**src/design/fde_pkg.sv**
```systemverilog
// fde_pkg: shared types and constants of the directory entry scanner
// no dependencies; used by fde_front, fde_queue, fde_back and the top level
package fde_pkg;

    // directory entry geometry
    localparam int ENTRY_BYTES   = 32;
    localparam int ENTRY_IDX_W   = 5;
    localparam int NAME_BYTES    = 8;
    localparam int EXT_BYTES     = 3;
    localparam int RAW_BYTES     = NAME_BYTES + EXT_BYTES;
    localparam int ATTR_IDX      = 11;
    localparam int CLUS_LO_IDX   = 26;
    localparam int CLUS_HI_IDX   = 27;
    localparam int SIZE_W        = 13;

    // register map
    localparam logic REG_SECTOR_BYTES = 1'b0;
    localparam logic [SIZE_W-1:0] SECTOR_BYTES_RESET = 13'd512;

    // byte codes
    localparam logic [7:0] CODE_FREE      = 8'h00;
    localparam logic [7:0] CODE_DELETED   = 8'hE5;
    localparam logic [7:0] CODE_ESC_E5    = 8'h05;
    localparam logic [7:0] CODE_DOT       = 8'h2E;
    localparam logic [7:0] CODE_SPACE     = 8'h20;
    localparam logic [7:0] ATTR_CONCEALED = 8'h02;
    localparam logic [7:0] ATTR_SYSTEM    = 8'h04;
    localparam logic [7:0] ATTR_VOLUME    = 8'h08;
    localparam logic [7:0] ATTR_SUBDIR    = 8'h10;

    // one accepted entry, as handed from front to back
    typedef struct packed {
        logic [RAW_BYTES-1:0][7:0] raw;      // name bytes 0..7, extension 8..10
        logic [3:0]                fn_len;   // visible filename characters, 1..8
        logic [1:0]                ext_len;  // visible extension characters, 0..3
        logic [31:0]               epos;
        logic [15:0]               clus;
        logic                      subdir;
        logic                      descend;
    } fde_entry_t;

    // queue status toward its neighbors
    typedef struct packed {
        logic full;
        logic empty;
    } fde_q_status_t;

endpackage

```
**src/design/fde_front.sv**
```systemverilog
// fde_front: gathers directory bytes into an entry, filters and classifies it
// depends on fde_pkg
module fde_front #(
    parameter int MAX_SECTOR_BYTES = 4096
) (
    input  logic                        clk,
    input  logic                        rst_n,
    input  logic                        accept,
    input  logic [7:0]                  data_byte,
    input  logic [31:0]                 sector_position,
    input  logic [fde_pkg::SIZE_W-1:0]  sector_bytes,
    output logic                        push,
    output fde_pkg::fde_entry_t         entry
);

    localparam int CNT_W = $clog2(MAX_SECTOR_BYTES);
    localparam logic [fde_pkg::SIZE_W-1:0] MIN_SIZE = fde_pkg::SIZE_W'(fde_pkg::ENTRY_BYTES);
    localparam logic [fde_pkg::SIZE_W-1:0] MAX_SIZE = fde_pkg::SIZE_W'(MAX_SECTOR_BYTES);
    localparam logic [fde_pkg::ENTRY_IDX_W-1:0] LAST_IDX =
        fde_pkg::ENTRY_IDX_W'(fde_pkg::ENTRY_BYTES - 1);

    logic [CNT_W-1:0] off_reg;
    logic [CNT_W-1:0] off_next;
    logic [7:0]       name_reg [0:fde_pkg::ATTR_IDX];
    logic [7:0]       clus_lo_reg;
    logic [7:0]       clus_hi_reg;

    logic [fde_pkg::SIZE_W-1:0] size_eff;
    logic [fde_pkg::SIZE_W-1:0] off_ext;
    logic [fde_pkg::ENTRY_IDX_W-1:0] slot;
    logic [7:0] first;
    logic [7:0] attr;
    logic [7:0] fn [0:fde_pkg::NAME_BYTES-1];
    logic [3:0] fn_trim;
    logic [3:0] fn_zero;
    logic [1:0] ext_trim;
    logic [1:0] ext_zero;
    logic       keep;
    logic       complete;

    assign slot    = off_reg[fde_pkg::ENTRY_IDX_W-1:0];
    assign off_ext = fde_pkg::SIZE_W'(off_reg);

    // clamp the configured sector size
    always_comb
    begin
        if (sector_bytes < MIN_SIZE)
            size_eff = MIN_SIZE;
        else if (sector_bytes > MAX_SIZE)
            size_eff = MAX_SIZE;
        else
            size_eff = sector_bytes;
    end

    // byte offset within the sector
    always_comb
    begin
        if (off_ext + 13'd1 >= size_eff)
            off_next = '0;
        else
            off_next = off_reg + CNT_W'(1);
    end

    always_ff @(posedge clk or negedge rst_n)
    begin
        if (!rst_n)
            off_reg <= '0;
        else if (accept)
            off_reg <= off_next;
    end

    // keep only the entry bytes that matter later
    always_ff @(posedge clk)
    begin
        if (accept)
        begin
            if (slot <= fde_pkg::ENTRY_IDX_W'(fde_pkg::ATTR_IDX))
                name_reg[slot[3:0]] <= data_byte;
            if (slot == fde_pkg::ENTRY_IDX_W'(fde_pkg::CLUS_LO_IDX))
                clus_lo_reg <= data_byte;
            if (slot == fde_pkg::ENTRY_IDX_W'(fde_pkg::CLUS_HI_IDX))
                clus_hi_reg <= data_byte;
        end
    end

    assign first = name_reg[0];
    assign attr  = name_reg[fde_pkg::ATTR_IDX];

    // visible lengths of filename and extension
    always_comb
    begin
        for (int i = 0; i < fde_pkg::NAME_BYTES; i++)
            fn[i] = name_reg[i];
        if (first == fde_pkg::CODE_ESC_E5)
            fn[0] = fde_pkg::CODE_DELETED;

        fn_trim = 4'd1;
        for (int i = 1; i < fde_pkg::NAME_BYTES; i++)
            if (fn[i] != fde_pkg::CODE_SPACE)
                fn_trim = 4'(i + 1);
        fn_zero = 4'(fde_pkg::NAME_BYTES);
        for (int i = fde_pkg::NAME_BYTES - 1; i >= 0; i--)
            if (fn[i] == 8'h00)
                fn_zero = 4'(i);

        ext_trim = 2'd0;
        for (int i = 0; i < fde_pkg::EXT_BYTES; i++)
            if (name_reg[fde_pkg::NAME_BYTES + i] != fde_pkg::CODE_SPACE)
                ext_trim = 2'(i + 1);
        ext_zero = 2'(fde_pkg::EXT_BYTES);
        for (int i = fde_pkg::EXT_BYTES - 1; i >= 0; i--)
            if (name_reg[fde_pkg::NAME_BYTES + i] == 8'h00)
                ext_zero = 2'(i);
    end

    // filter on first byte and attributes
    assign keep = (first != fde_pkg::CODE_FREE) && (first != fde_pkg::CODE_DELETED)
                  && ((attr & (fde_pkg::ATTR_CONCEALED | fde_pkg::ATTR_SYSTEM
                               | fde_pkg::ATTR_VOLUME)) == 8'h00);
    assign complete = accept && (slot == LAST_IDX) && (off_ext < size_eff);
    assign push     = complete && keep;

    // descriptor for the back end
    always_comb
    begin
        for (int i = 0; i < fde_pkg::NAME_BYTES; i++)
            entry.raw[i] = fn[i];
        for (int i = 0; i < fde_pkg::EXT_BYTES; i++)
            entry.raw[fde_pkg::NAME_BYTES + i] = name_reg[fde_pkg::NAME_BYTES + i];
        entry.fn_len  = (fn_trim < fn_zero) ? fn_trim : fn_zero;
        entry.ext_len = (ext_trim < ext_zero) ? ext_trim : ext_zero;
        entry.epos    = sector_position
                        + 32'({off_reg[CNT_W-1:fde_pkg::ENTRY_IDX_W],
                               {fde_pkg::ENTRY_IDX_W{1'b0}}});
        entry.clus    = {clus_hi_reg, clus_lo_reg};
        entry.subdir  = (first == fde_pkg::CODE_DOT) || ((attr & fde_pkg::ATTR_SUBDIR) != 8'h00);
        entry.descend = entry.subdir && (name_reg[1] != fde_pkg::CODE_DOT);
    end

endmodule

```
**src/design/fde_queue.sv**
```systemverilog
// fde_queue: short first-in first-out queue of entry descriptors
// depends on fde_pkg
module fde_queue #(
    parameter int DEPTH = 2
) (
    input  logic                 clk,
    input  logic                 rst_n,
    input  logic                 push,
    input  fde_pkg::fde_entry_t  push_data,
    input  logic                 pop,
    output fde_pkg::fde_entry_t  head,
    output fde_pkg::fde_q_status_t status
);

    localparam int PTR_W = $clog2(DEPTH);
    localparam logic [PTR_W-1:0] LAST_PTR = PTR_W'(DEPTH - 1);

    fde_pkg::fde_entry_t slots_reg [0:DEPTH-1];
    logic [PTR_W-1:0] wr_ptr_reg;
    logic [PTR_W-1:0] rd_ptr_reg;
    logic [PTR_W:0]   count_reg;
    logic [PTR_W:0]   count_next;
    logic             do_push;
    logic             do_pop;

    assign status.full  = (count_reg == (PTR_W + 1)'(DEPTH));
    assign status.empty = (count_reg == '0);
    assign do_push      = push && !status.full;
    assign do_pop       = pop && !status.empty;
    assign head         = slots_reg[rd_ptr_reg];

    // occupancy
    always_comb
    begin
        count_next = count_reg;
        if (do_push && !do_pop)
            count_next = count_reg + 1'b1;
        else if (do_pop && !do_push)
            count_next = count_reg - 1'b1;
    end

    always_ff @(posedge clk or negedge rst_n)
    begin
        if (!rst_n)
        begin
            wr_ptr_reg <= '0;
            rd_ptr_reg <= '0;
            count_reg  <= '0;
        end
        else
        begin
            count_reg <= count_next;
            if (do_push)
                wr_ptr_reg <= (wr_ptr_reg == LAST_PTR) ? '0 : wr_ptr_reg + 1'b1;
            if (do_pop)
                rd_ptr_reg <= (rd_ptr_reg == LAST_PTR) ? '0 : rd_ptr_reg + 1'b1;
        end
    end

    // storage
    always_ff @(posedge clk)
    begin
        if (do_push)
            slots_reg[wr_ptr_reg] <= push_data;
    end

endmodule

```
**src/design/fde_back.sv**
```systemverilog
// fde_back: walks one entry descriptor and emits its name one character per item
// depends on fde_pkg
module fde_back (
    input  logic                   clk,
    input  logic                   rst_n,
    input  fde_pkg::fde_entry_t    head,
    input  fde_pkg::fde_q_status_t q_status,
    output logic                   pop,
    input  logic                   out_ready,
    output logic                   out_valid,
    output logic [7:0]             name_char,
    output logic                   last_char,
    output logic [31:0]            entry_position,
    output logic [15:0]            start_cluster,
    output logic                   is_subdir,
    output logic                   descend
);

    fde_pkg::fde_entry_t cur_reg;
    logic        busy_reg;
    logic [3:0]  idx_reg;
    logic        ov_reg;
    logic [7:0]  char_reg;
    logic        last_reg;
    logic [31:0] epos_reg;
    logic [15:0] clus_reg;
    logic        subdir_reg;
    logic        descend_reg;

    logic [3:0] total;
    logic [3:0] ext_off;
    logic [7:0] char_sel;
    logic       is_last;
    logic       emit;

    // characters in this name: filename, then dot and extension if present
    assign total   = cur_reg.fn_len
                     + ((cur_reg.ext_len != 2'd0) ? (4'(cur_reg.ext_len) + 4'd1) : 4'd0);
    assign is_last = (idx_reg == total - 4'd1);
    assign ext_off = idx_reg - cur_reg.fn_len - 4'd1;
    assign emit    = busy_reg && (!ov_reg || out_ready);
    assign pop     = !busy_reg && !q_status.empty;

    // character select
    always_comb
    begin
        priority if (idx_reg < cur_reg.fn_len)
            char_sel = cur_reg.raw[idx_reg[2:0]];
        else if (idx_reg == cur_reg.fn_len)
            char_sel = fde_pkg::CODE_DOT;
        else
            char_sel = cur_reg.raw[fde_pkg::NAME_BYTES + int'(ext_off[1:0])];
    end

    // control: current entry and output register
    always_ff @(posedge clk or negedge rst_n)
    begin
        if (!rst_n)
        begin
            busy_reg <= 1'b0;
            idx_reg  <= '0;
            ov_reg   <= 1'b0;
        end
        else
        begin
            if (pop)
            begin
                busy_reg <= 1'b1;
                idx_reg  <= '0;
            end
            else if (emit)
            begin
                idx_reg <= idx_reg + 4'd1;
                if (is_last)
                    busy_reg <= 1'b0;
            end

            if (emit)
                ov_reg <= 1'b1;
            else if (out_ready)
                ov_reg <= 1'b0;
        end
    end

    // payload; the whole item is held in the output register while it waits
    always_ff @(posedge clk)
    begin
        if (pop)
            cur_reg <= head;
        if (emit)
        begin
            char_reg    <= char_sel;
            last_reg    <= is_last;
            epos_reg    <= cur_reg.epos;
            clus_reg    <= cur_reg.clus;
            subdir_reg  <= cur_reg.subdir;
            descend_reg <= cur_reg.descend;
        end
    end

    assign out_valid      = ov_reg;
    assign name_char      = char_reg;
    assign last_char      = last_reg;
    assign entry_position = epos_reg;
    assign start_cluster  = clus_reg;
    assign is_subdir      = subdir_reg;
    assign descend        = descend_reg;

endmodule

```
**src/design/fat_directory_entry_scanner.sv**
```systemverilog
// fat_directory_entry_scanner: top level, config register and front/queue/back
// depends on fde_pkg, fde_front, fde_queue, fde_back
// one byte per cycle is taken while the entry queue has room; while out_ready is
// high, name characters leave one per cycle from an output register, each entry
// via a queue slot and the back end's entry register, and an entry holds the back
// end less than its 32 bytes take, so a two-deep queue keeps input at full rate
// reset clears counters, queue and output valid; sector_bytes resets to 512
module fat_directory_entry_scanner #(
    parameter int MAX_SECTOR_BYTES = 4096,
    parameter int QUEUE_DEPTH      = 2
) (
    input  logic        clk,
    input  logic        rst_n,
    input  logic        psel,
    input  logic        penable,
    input  logic        pwrite,
    input  logic [2:0]  paddr,
    input  logic [31:0] pwdata,
    output logic [31:0] prdata,
    output logic        pready,
    input  logic        in_valid,
    output logic        in_ready,
    input  logic [7:0]  data_byte,
    input  logic [31:0] sector_position,
    output logic        out_valid,
    input  logic        out_ready,
    output logic [7:0]  name_char,
    output logic        last_char,
    output logic [31:0] entry_position,
    output logic [15:0] start_cluster,
    output logic        is_subdir,
    output logic        descend
);

    logic [fde_pkg::SIZE_W-1:0] sector_bytes_reg;
    logic                       cfg_write;
    logic                       accept;
    logic                       q_push;
    logic                       q_pop;
    fde_pkg::fde_entry_t        q_in;
    fde_pkg::fde_entry_t        q_head;
    fde_pkg::fde_q_status_t     q_status;

    // configuration port
    assign pready    = 1'b1;
    assign cfg_write = psel && penable && pwrite && (paddr[2] == fde_pkg::REG_SECTOR_BYTES);
    assign prdata    = (paddr[2] == fde_pkg::REG_SECTOR_BYTES)
                       ? 32'(sector_bytes_reg) : 32'd0;

    always_ff @(posedge clk or negedge rst_n)
    begin
        if (!rst_n)
            sector_bytes_reg <= fde_pkg::SECTOR_BYTES_RESET;
        else if (cfg_write)
            sector_bytes_reg <= pwdata[fde_pkg::SIZE_W-1:0];
    end

    // input handshake
    assign in_ready = !q_status.full;
    assign accept   = in_valid && in_ready;

    fde_front #(
        .MAX_SECTOR_BYTES(MAX_SECTOR_BYTES)
    ) u_front (
        .clk             (clk),
        .rst_n           (rst_n),
        .accept          (accept),
        .data_byte       (data_byte),
        .sector_position (sector_position),
        .sector_bytes    (sector_bytes_reg),
        .push            (q_push),
        .entry           (q_in)
    );

    fde_queue #(
        .DEPTH(QUEUE_DEPTH)
    ) u_queue (
        .clk       (clk),
        .rst_n     (rst_n),
        .push      (q_push),
        .push_data (q_in),
        .pop       (q_pop),
        .head      (q_head),
        .status    (q_status)
    );

    fde_back u_back (
        .clk            (clk),
        .rst_n          (rst_n),
        .head           (q_head),
        .q_status       (q_status),
        .pop            (q_pop),
        .out_ready      (out_ready),
        .out_valid      (out_valid),
        .name_char      (name_char),
        .last_char      (last_char),
        .entry_position (entry_position),
        .start_cluster  (start_cluster),
        .is_subdir      (is_subdir),
        .descend        (descend)
    );

    // an entry is never pushed into a full queue
    a_no_overflow: assert property (@(posedge clk) disable iff (!rst_n)
        q_push |-> !q_status.full)
        else $error("entry pushed into full queue");

    // queue cannot report full and empty together
    a_status_sane: assert property (@(posedge clk) disable iff (!rst_n)
        !(q_status.full && q_status.empty))
        else $error("queue full and empty at once");

    // a taken character that is not the last is followed at once by the next
    a_name_contiguous: assert property (@(posedge clk) disable iff (!rst_n)
        (out_valid && out_ready && !last_char) |=> out_valid)
        else $error("gap inside a name");

endmodule
```
**config.mk**
```make
export PLATFORM = sky130hd
export DESIGN_NAME = fat_directory_entry_scanner
export DESIGN_NICKNAME = d
export VERILOG_FILES = /design/src/design/fde_pkg.sv /design/src/design/fde_front.sv /design/src/design/fde_queue.sv /design/src/design/fde_back.sv /design/src/design/fat_directory_entry_scanner.sv
export SDC_FILE = /design/constraint.sdc
export NUM_CORES = 1
export LEC_CHECK = 0
export BUFFER_PORTS_ARGS = -buffer_cell sky130_fd_sc_hd__buf_2
export CAP_MARGIN = 5
export CORE_MARGIN = 2
export CORE_UTILIZATION = 60
export CTS_CLUSTER_SIZE = 30
export DETAILED_ROUTE_END_ITERATION = 7
export GPL_TIMING_DRIVEN = 0
export PLACE_DENSITY = 0.84
export SYNTH_ARGS = -nofsm -noshare
export SYNTH_HDL_FRONTEND = slang
export SYNTH_SLANG_ARGS = --single-unit
```
**constraint.sdc**
```tcl
create_clock -name clk -period 12.4 [get_ports clk]
set_input_delay 0.62 -clock clk [delete_from_list [all_inputs] [get_ports clk]]
set_output_delay 0.62 -clock clk [all_outputs]
set_load 0.01 [all_outputs]
```
==> results of run 1 <==
worst max-delay path, stage by stage (launching register included):
cell     delay [ns]
dfrtp_1        0.40
or4_1          0.54
nor4_1         0.39
nand4_1        0.14
o21ai_1        0.20
nand2_1        0.14
ha_1           0.28
nor2b_1        0.13
o21a_1         0.16
o21a_1         0.16
o21ai_0        0.18
a21o_1         0.15
nand4_1        0.27
nor2_4         0.69
buf_12         0.30
buf_12         0.24
per-stage QoR:
| step | hold WS, ns | cell area, um^2 | TNS, ns | setup WS [ns] |
|---|---|---|---|---|
| after global placement | 0.402 | 26200 | -256.54 | -0.904 |
| after CTS | 0.145 | 28400 | 0 | 7.53 |
| after global routing | 0.173 | 28400 | 0 | 7.32 |
| final | 0.165 | 28400 | 0 | 7.67 |
| after detailed placement | 0.405 | 26500 | 0 | 7.57 |
| after floorplan | 0.324 | 24900 | 0 | 3.14 |
worst paths after layout:
path | startpoint | end | slack, ns | depth (start not counted)
min in group clk | sector_position[0] | u_queue.slots_reg[0][18]$_DFFE_PP_ | 0.19 | 1
setup reg to reg | sector_bytes_reg[8]$_DFFE_PN0P_ | u_queue.slots_reg[0][56]$_DFFE_PP_ | 7.67 | 15
setup / recovery | sector_bytes_reg[8]$_DFFE_PN0P_ | u_queue.slots_reg[0][56]$_DFFE_PP_ | 7.67 | 15
hold / removal | rst_n | sector_bytes_reg[12]$_DFFE_PN0P_ | 0.16 | 1
hold reg to reg | u_back.cur_reg[6]$_DFFE_PP_ | u_back.start_cluster[4]$_DFFE_PP_ | 0.42 | 0
max in group asynchronous | rst_n | u_front.off_reg[8]$_DFFE_PN0P_ | 11.63 | 1
power by group through the flow:
stage / combinational [mW] / sequential (mW) / clock [mW]
4_1_cts: 1.22 / 2.75 / 1.76
5_1_grt: 1.31 / 2.77 / 1.84
3_5_place_dp: 1.20 / 2.79 / 0
3_3_place_gp: 1.14 / 2.80 / 0
2_1_floorplan: 0.790 / 2.80 / 0
6_report: 1.22 / 2.75 / 1.75
cells in the final DEF (no fill, tap or decap), types with 12 or more instances in the layout:
cell type  instances
mux4_2            16
ha_1              55
nand2_1           63
xnor2_1           28
buf_4             21
dfrtp_1           34
edfxtp_1         599
clkbuf_16         60
mux2_2           162
nand3_1           28
a21oi_1           17
nor3_1            21
mux2i_1           12
nor4_1            15
clkbuf_1          48
and2_1            17
nor2_1            33
buf_2            138
nor2b_1           18
inv_1             33
conb_1            20
xor2_1            17
cell type report:
| type | instances | share of cell area |
|---|---|---|
| inverter | 34 | 0.00467 |
| clock inverter | 37 | 0.0107 |
| buffer | 60 | 0.0108 |
| sequential | 634 | 0.664 |
| tap | 532 | 0.0234 |
| timing repair buffer | 148 | 0.0341 |
| clock buffer | 75 | 0.0555 |
| multi-input combinational | 670 | 0.197 |
routing by layer:
| metal | vias to the layer above | share of wire | wire [um] |
|---|---|---|---|
| met5 | - | 0.00025 | 13 |
| met4 | 2 | 0.030 | 1540 |
| met3 | 102 | 0.083 | 4270 |
| met2 | 624 | 0.51 | 26000 |
| met1 | 6484 | 0.38 | 19400 |
| li1 | 5762 | - | - |
kinds of logic (layout without fill, tap and decap cells):
group	after synthesis	count (layout)
AOI/OAI and AO/OA	90	90
xor gates and xnor gates	45	45
adders and majority gates	57	57
buffers and inverters	94	354
DFF	634	634
muxes	190	190
other	2	20
and+or+nand+nor	268	268
==> flow_summary.json, run 1 <==
{
  "synth_area_leaders": "edfxtp_1 72%, mux2_2 7.4%, dfrtp_1 3.4%",
  "synthMostInstantiatedCell": "edfxtp_1",
  "wl_um": 51300,
  "p_comb_frac": 0.213,
  "setup_viol_count_final": 0,
  "drc": 0,
  "endpoint_kind": "flop",
  "vias": 12974,
  "drv_slew": 0,
  "gr-total-overflow": 0,
  "swShare": 0.278,
  "rsz0062_at_grt": "no",
  "fmax_mhz": 211,
  "first_global_vias": 13192,
  "clk_pin_slew_ns": 0.06,
  "maxCapViolCount": 0,
  "largest_reg_flops": 288,
  "grt_pass1_wl_um": 77500,
  "yosysSeqAreaShare": 0.760,
  "area_growth_pct": 14.6,
  "leakagePower_nw": 9.96,
  "busiest_layer": "met2",
  "num_rows": 74,
  "instances_no_fill": 2190,
  "post_cts_buffers": 0,
  "die_x_um": 207,
  "period_share": 0.382,
  "die_area_um2": 43000,
  "ys_types": 67,
  "initial_utilization": 0.608,
  "cts_tree": "done",
  "ctsRootBufferMaster": "clkbuf_16",
  "multi_input_area_um2": 5610,
  "postCtsHoldBufs": 0,
  "htree_levels": 2,
  "vdd_drop_max_uv": 121,
  "synth_compound_area_frac": 0.0248,
  "synth_top_cell_by_area": "edfxtp_1",
  "fill_cells": 2336,
  "seq_area_um2": 18900,
  "core_area_um2": 40800,
  "antenna_found_initial": 2,
  "grt_max_degree": 78,
  "drt.antenna.violating_nets": 0,
  "yosys.area.top_type_share": 0.725,
  "cts_sinks": 634,
  "synthFlopType": "edfxtp_1",
  "drt-initial-drc-count": 1399,
  "fin_crit_ns": 4.73,
  "hold_viol": 0,
  "p_per_area_nw_per_um2": 201,
  "cts_inserted_buffers": 59,
  "diodes": 0,
  "skew_ns": 0.0287,
  "critPathLaunchType": "flop",
  "internal_power_mw": 4.12,
  "cts_buffer_depth": 3,
  "synth_warnings": 0,
  "critical_path_class": "reg -> reg",
  "nNetsFinal": 1746,
  "status": "complete, no violations",
  "synth_top_family_by_area": "multiplexers",
  "vias_per_cell": 5.92,
  "p_sw_mw": 1.59,
  "grt_use_met3": 0.0492,
  "async_flop_share": 0.0552,
  "syn_inst": 1380,
  "synth_enable_flop_cells": 599,
  "synth_fa_ha_area_frac": 0.0293,
  "clkPwrFrac": 0.306,
  "dieHeight_um": 207,
  "grtUsageMet1": 0.306,
  "total_power_mw": 5.71,
  "worst_slew_pin_slew_ns": 1.05,
  "final_util": 0.696,
  "grt.total_usage": 0.238,
  "pwr-share-seq": 0.482,
  "drt_pass1_iterations": 5,
  "post-dp-hpwl_um": 33300,
  "drive_gt1_frac": 0.278,
  "place_inst": 2077,
  "synth_common_cells": "599 x edfxtp_1, 162 x mux2_2, 63 x nand2_1, 55 x ha_1, 36 x clkbuf_1",
  "worstHoldPathType": "in -> async",
  "synth_area_um2": 24800,
  "yosys.area_share.simple": 0.0592,
  "ys_ff_latch": 634,
  "synth_xor_area_frac": 0.0159,
  "io_buffers": 134,
  "maxSlewHeadroom": 0.296,
  "wl_per_cell_um": 23.4,
  "io_pins": 176,
  "avgSynthCellArea_um2": 18.0,
  "gp_congestion": 0.896,
  "muxShareOfSynthArea": 0.0929,
  "worstSkewPairLatency_ns": 0.62,
  "use_met2": 0.406,
  "cp.required_ns": 12.69,
  "cp.arrival_ns": 5.02,
  "crit_fanout": 30,
  "cts_resized": 0
}
No activity file was read; power rests on OpenSTA's default activity.
==> run 2: changes to the inputs <==
clock period = 4.7 ns   (was 12.4 ns; I/O delays follow)
==> run 2 against run 1 <==
Cell count rose by 1.3%; sequential cell count did not move; sequential power rose to 2.6 times the previous value; final area rose by 1.0%; critical path depth rose by 1; non-clock buffer count rose by 38; power rose to 2.6 times the previous value; worst hold slack got worse by 0.12 ns; first-iteration DRC count fell by 23%; global-route usage rose by 0.12 points; highest routed layer unchanged; routed wire length rose by 0.10%; critical endpoint is now u_queue.slots_reg[0][135]$_DFFE_PP_.
==> flow_summary.json, run 2 (synthesis results as in run 1) <==
{
  "vias": 13175,
  "grtUsageMet1": 0.306,
  "drt.antenna.violating_nets": 0,
  "placed_area_um2": 26500,
  "grt_max_degree": 84,
  "dieHeight_um": 207,
  "die_x_um": 207,
  "design_area_um2": 28700,
  "grt_pass1_wl_um": 78300,
  "finalSetupTns_ns": 0,
  "area_growth_pct": 15.7,
  "cts_tree": "done",
  "io_pins": 176,
  "diodes": 0,
  "wl_per_cell_um": 23.1,
  "drt_pass1_iterations": 7,
  "vias_per_cell": 5.94,
  "maxCapViolCount": 0,
  "worst_slew_pin_slew_ns": 0.983,
  "drv_slew": 0,
  "cts_resized": 0,
  "startpoint": "sector_bytes_reg[8]$_DFFE_PN0P_",
  "hold_viol": 0,
  "fin_crit_ns": 4.14,
  "grt_use_met3": 0.0419,
  "die_area_um2": 43000,
  "initial_utilization": 0.608,
  "final_cell_mix": "599 x edfxtp_1, 162 x mux2_2, 138 x buf_2",
  "cp.depth": 16,
  "cp.required_ns": 5.00,
  "antenna_found_initial": 3,
  "worstSkewPairLatency_ns": 0.61,
  "place_ws_ns": 0.147,
  "drive_gt1_frac": 0.270,
  "cts_inserted_buffers": 56,
  "drt-initial-drc-count": 1075,
  "vdd_drop_max_uv": 297,
  "critical_path_class": "reg -> reg",
  "slowest_stage": "or4_4",
  "worstHoldPathType": "in -> reg",
  "clk_pin_slew_ns": 0.06,
  "cpMostUsedCell": "buf_12",
  "post-dp-hpwl_um": 32300,
  "ctsRootBufferMaster": "clkbuf_16",
  "r2r.worst_path.cells": 16,
  "largest_reg_flops": 288,
  "cp_slowest_stage_delay_ns": 0.55,
  "status": "complete, no violations",
  "setup_viol_count_final": 0,
  "path_buf_inv": 3,
  "rsz0062_at_grt": "no",
  "io_buffers": 134,
  "drc": 0,
  "fmax_mhz": 241,
  "endpoint_kind": "flop",
  "skew_ns": 0.0165,
  "gp_congestion": 0.877,
  "cts_buffer_depth": 3,
  "maxSlewHeadroom": 0.339,
  "worstPathCellList": "or4_4, nor4_4, nand4_1, o21ai_2, nand2_1, ha_1, nor2b_1, o21a_1, o21a_1, o21ai_1, a21o_1, nand4_1, nor2_4, buf_12, buf_12, buf_12",
  "p_per_area_nw_per_um2": 522,
  "cp.arrival_ns": 4.44,
  "layout_setup_ws_ns": 0.556,
  "period_share": 0.882,
  "first_global_vias": 13498,
  "final_common_cell": "edfxtp_1",
  "use_met2": 0.410,
  "crit_family": "simple AND/OR/NAND/NOR gates",
  "total_power_mw": 15.0,
  "nNetsFinal": 1781,
  "crit_fanout": 31,
  "core_area_um2": 40800,
  "num_rows": 74,
  "ff2ff_setup_slack_ns": 0.56,
  "grt.total_usage": 0.239,
  "busiest_layer": "met2",
  "final_util": 0.703,
  "wl_um": 51300,
  "r2r-start": "sector_bytes_reg[8]$_DFFE_PN0P_",
  "rr_endpoint": "u_queue.slots_reg[0][135]$_DFFE_PP_",
  "gr-total-overflow": 0,
  "crit_end": "u_queue.slots_reg[0][135]$_DFFE_PP_",
  "htree_levels": 2,
  "critPathLaunchType": "flop",
  "cts_sinks": 634,
  "leakagePower_nw": 10.1
}
==> run 2: cell type report <==
type	count	area (um^2)
plain buffers	60	308
inverters	34	133
fillers	2308	12100
clock inverters	37	344
flip-flops and latches	634	18900
clock buffers	65	1460
well taps	532	666
multi-input cells	670	5630
repair buffers	186	1320
==> run 2: per-stage QoR <==
| stage | hold WS, ns | cells |
|---|---|---|
| 6_report | 0.0406 | 2218 |
| 2_1_floorplan | -0.0606 | 1398 |
| 3_5_place_dp | 0.405 | 2077 |
| 5_1_grt | 0.0374 | 2218 |
| 4_1_cts | 0.00851 | 2216 |
| 3_3_place_gp | 0.401 | 2064 |
==> run 2: how the worst min path moves through the flow <==
| stage | start | end | slack, ns | cells past startpoint |
|---|---|---|---|---|
| global route | sector_position[17] | u_queue.slots_reg[1][35]$_DFFE_PP_ | 0.04 | 2 |
| finish | sector_position[28] | u_queue.slots_reg[0][46]$_DFFE_PP_ | 0.04 | 2 |
| global placement | rst_n | sector_bytes_reg[2]$_DFFE_PN0P_ | 0.40 | 1 |
| detailed placement | u_back.cur_reg[42]$_DFFE_PP_ | u_back.entry_position[24]$_DFFE_PP_ | 0.40 | 0 |
| CTS | sector_position[18] | u_queue.slots_reg[0][36]$_DFFE_PP_ | 0.009 | 2 |
| floorplan | rst_n | sector_bytes_reg[0]$_DFFE_PN0P_ | -0.06 | 0 |
==> run 2: layer usage <==
layer | wire, um | part of all wire
met5 | 27 | 0.00053
met3 | 3770 | 0.073
met4 | 2060 | 0.040
met1 | 19500 | 0.38
met2 | 26000 | 0.51
==> run 2: where the power goes <==
part | switching [mW] | internal [mW]
combinational | 1.87 | 1.36
clock | 1.97 | 2.55
sequential | 0.272 | 6.98
total | 4.10 | 10.9
==> run 2: what timing repair did <==
action,CTS,global route
setup buffers,0,1
setup endpoints to repair,0,26
hold endpoints to repair,92,0
hold buffers,37,0
==> run 3: changes to the inputs <==
CORE_ASPECT_RATIO = 1.1   (was not set)
==> run 3 against run 2 <==
Count of clock-buffer cells in the layout up 11; final area about the same; fmax down 6.9%; register-to-register slack worse by 0.31 ns; utilization down 0.20 points; largest cell class unchanged.
==> flow_summary.json, run 3 (synthesis results as in run 1) <==
{
  "core_area_um2": 41000,
  "postCtsHoldBufs": 41,
  "io_buffers": 134,
  "post-dp-hpwl_um": 32600,
  "vias_per_cell": 5.93,
  "drt.antenna.violating_nets": 0,
  "p_per_area_nw_per_um2": 520,
  "gp_congestion": 0.857,
  "diodes": 0,
  "crit_fanout": 31,
  "placed_area_um2": 26500,
  "post_cts_buffers": 0,
  "nNetsFinal": 1785,
  "worstPathCellList": "or4_4, nor4_4, nand4_1, o21ai_2, nand2_1, ha_1, nor2b_1, o21a_1, o21a_1, o21ai_1, a21o_1, nand4_1, nor2_4, buf_12, buf_12, buf_16",
  "vias": 13144,
  "drc": 0,
  "critical_path_class": "reg -> reg",
  "period_share": 0.947,
  "pwr-share-seq": 0.486,
  "vdd_drop_max_uv": 313,
  "cts_inserted_buffers": 58,
  "wl_um": 52200,
  "final_common_cell": "edfxtp_1",
  "largest_reg_flops": 288,
  "worst_slew_pin_slew_ns": 1.13,
  "busiest_layer": "met2",
  "place_ws_ns": 0.302,
  "use_met2": 0.442,
  "cts_buffer_depth": 3,
  "cts_resized": 0,
  "first_global_vias": 13417,
  "design_area_um2": 28700,
  "area_growth_pct": 15.8,
  "antenna_found_initial": 0,
  "maxCapViolCount": 0,
  "critPathLaunchType": "flop",
  "maxSlewHeadroom": 0.242,
  "endpoint_kind": "flop",
  "p_sw_mw": 4.13,
  "worstSkewPairLatency_ns": 0.62,
  "dieHeight_um": 217,
  "cp.required_ns": 5.01,
  "grt_use_met3": 0.0412,
  "drt_pass1_iterations": 5,
  "cp_slowest_stage_delay_ns": 0.56,
  "wl_per_cell_um": 23.5,
  "num_rows": 78,
  "setup_viol_count_final": 0,
  "internal_power_mw": 10.8,
  "drv_slew": 0,
  "die_area_um2": 43000,
  "status": "complete, no violations",
  "gr-total-overflow": 0,
  "hold_viol": 0,
  "cts_sinks": 634,
  "cts_tree": "done",
  "skew_ns": 0.0251,
  "drt-initial-drc-count": 1200,
  "hold_depth": 1,
  "grtUsageMet1": 0.303,
  "instances_no_fill": 2215,
  "clk_pin_slew_ns": 0.06,
  "grt_max_degree": 95,
  "io_pins": 176,
  "fmax_mhz": 225,
  "initial_utilization": 0.605,
  "finalSetupTns_ns": 0,
  "clkPwrFrac": 0.299,
  "p_comb_frac": 0.216,
  "htree_levels": 2,
  "drive_gt1_frac": 0.269,
  "fin_crit_ns": 4.45,
  "final_cell_mix": "599 x edfxtp_1, 162 x mux2_2, 137 x buf_2",
  "die_x_um": 198,
  "place_inst": 2065,
  "swShare": 0.276,
  "worstHoldPathType": "in -> reg",
  "ctsRootBufferMaster": "clkbuf_16",
  "slowest_stage": "or4_4",
  "layout_setup_ws_ns": 0.248,
  "grt_pass1_wl_um": 78200,
  "leakagePower_nw": 10.1,
  "r2r.worst_path.cells": 16,
  "rsz0062_at_grt": "no",
  "cp.arrival_ns": 4.76,
  "grt.total_usage": 0.247
}
==> run 3: critical path, delay by kind of cell, from the launching register on <==
kind | cells | cell delay (ns)
AO/OA/AOI/OAI | 5 | 0.78
flip-flops | 1 | 0.41
AND/OR/NAND/NOR | 7 | 1.93
buffers and inverters | 3 | 0.72
adder cells (fa/ha/maj) | 1 | 0.27
==> run 3: metal layers <==
layer	wire length, um	part of all wire
met1	19500	0.37
met2	27500	0.53
met3	3390	0.065
met4	1760	0.034
met5	0	0
==> run 3: path summary, 6_finish.rpt <==
kind / endpoint / from / slack, ns
worst max-delay path: u_queue.slots_reg[1][95]$_DFFE_PP_ / sector_bytes_reg[8]$_DFFE_PN0P_ / 0.25
worst min-delay path: u_front.name_reg[8][1]$_DFFE_PP_ / data_byte[1] / 0.09
worst max register to register: u_queue.slots_reg[1][95]$_DFFE_PP_ / sector_bytes_reg[8]$_DFFE_PN0P_ / 0.25
worst min register to register: u_back.start_cluster[10]$_DFFE_PP_ / u_back.cur_reg[12]$_DFFE_PP_ / 0.42
max in group asynchronous: u_back.out_valid$_DFFE_PN0P_ / rst_n / 3.81
min in group asynchronous: sector_bytes_reg[2]$_DFFE_PN0P_ / rst_n / 0.32
==> run 3: area by class of cell <==
class | count | area, um^2
buffer | 60 | 308
clock buffer | 76 | 1540
clock inverter | 33 | 248
fill | 2384 | 12200
inverter | 34 | 133
multi-input combinational | 670 | 5630
sequential | 634 | 18900
tap | 520 | 651
timing repair buffer | 188 | 1370
==> run 3: power by group through the flow <==
| stage | Combinational (mW) | Clock, mW | Sequential, mW |
|---|---|---|---|
| global route | 3.49 | 4.71 | 7.30 |
| CTS | 3.22 | 4.51 | 7.25 |
| floorplan | 2.09 | 0 | 7.39 |
| detailed placement | 3.14 | 0 | 7.36 |
| global placement | 3.01 | 0 | 7.39 |
| finish | 3.23 | 4.46 | 7.26 |
==> run 3: through the flow <==
| step | utilization | hold slack [ns] | power, mW |
|---|---|---|---|
| 6_report | 0.701 | 0.0895 | 14.9 |
| 4_1_cts | 0.701 | 0.0735 | 15.0 |
| 2_1_floorplan | - | -0.0606 | 9.48 |
| 5_1_grt | 0.701 | 0.0796 | 15.5 |
| 3_3_place_gp | 0.640 | 0.401 | 10.4 |
| 3_5_place_dp | 0.647 | 0.405 | 10.5 |
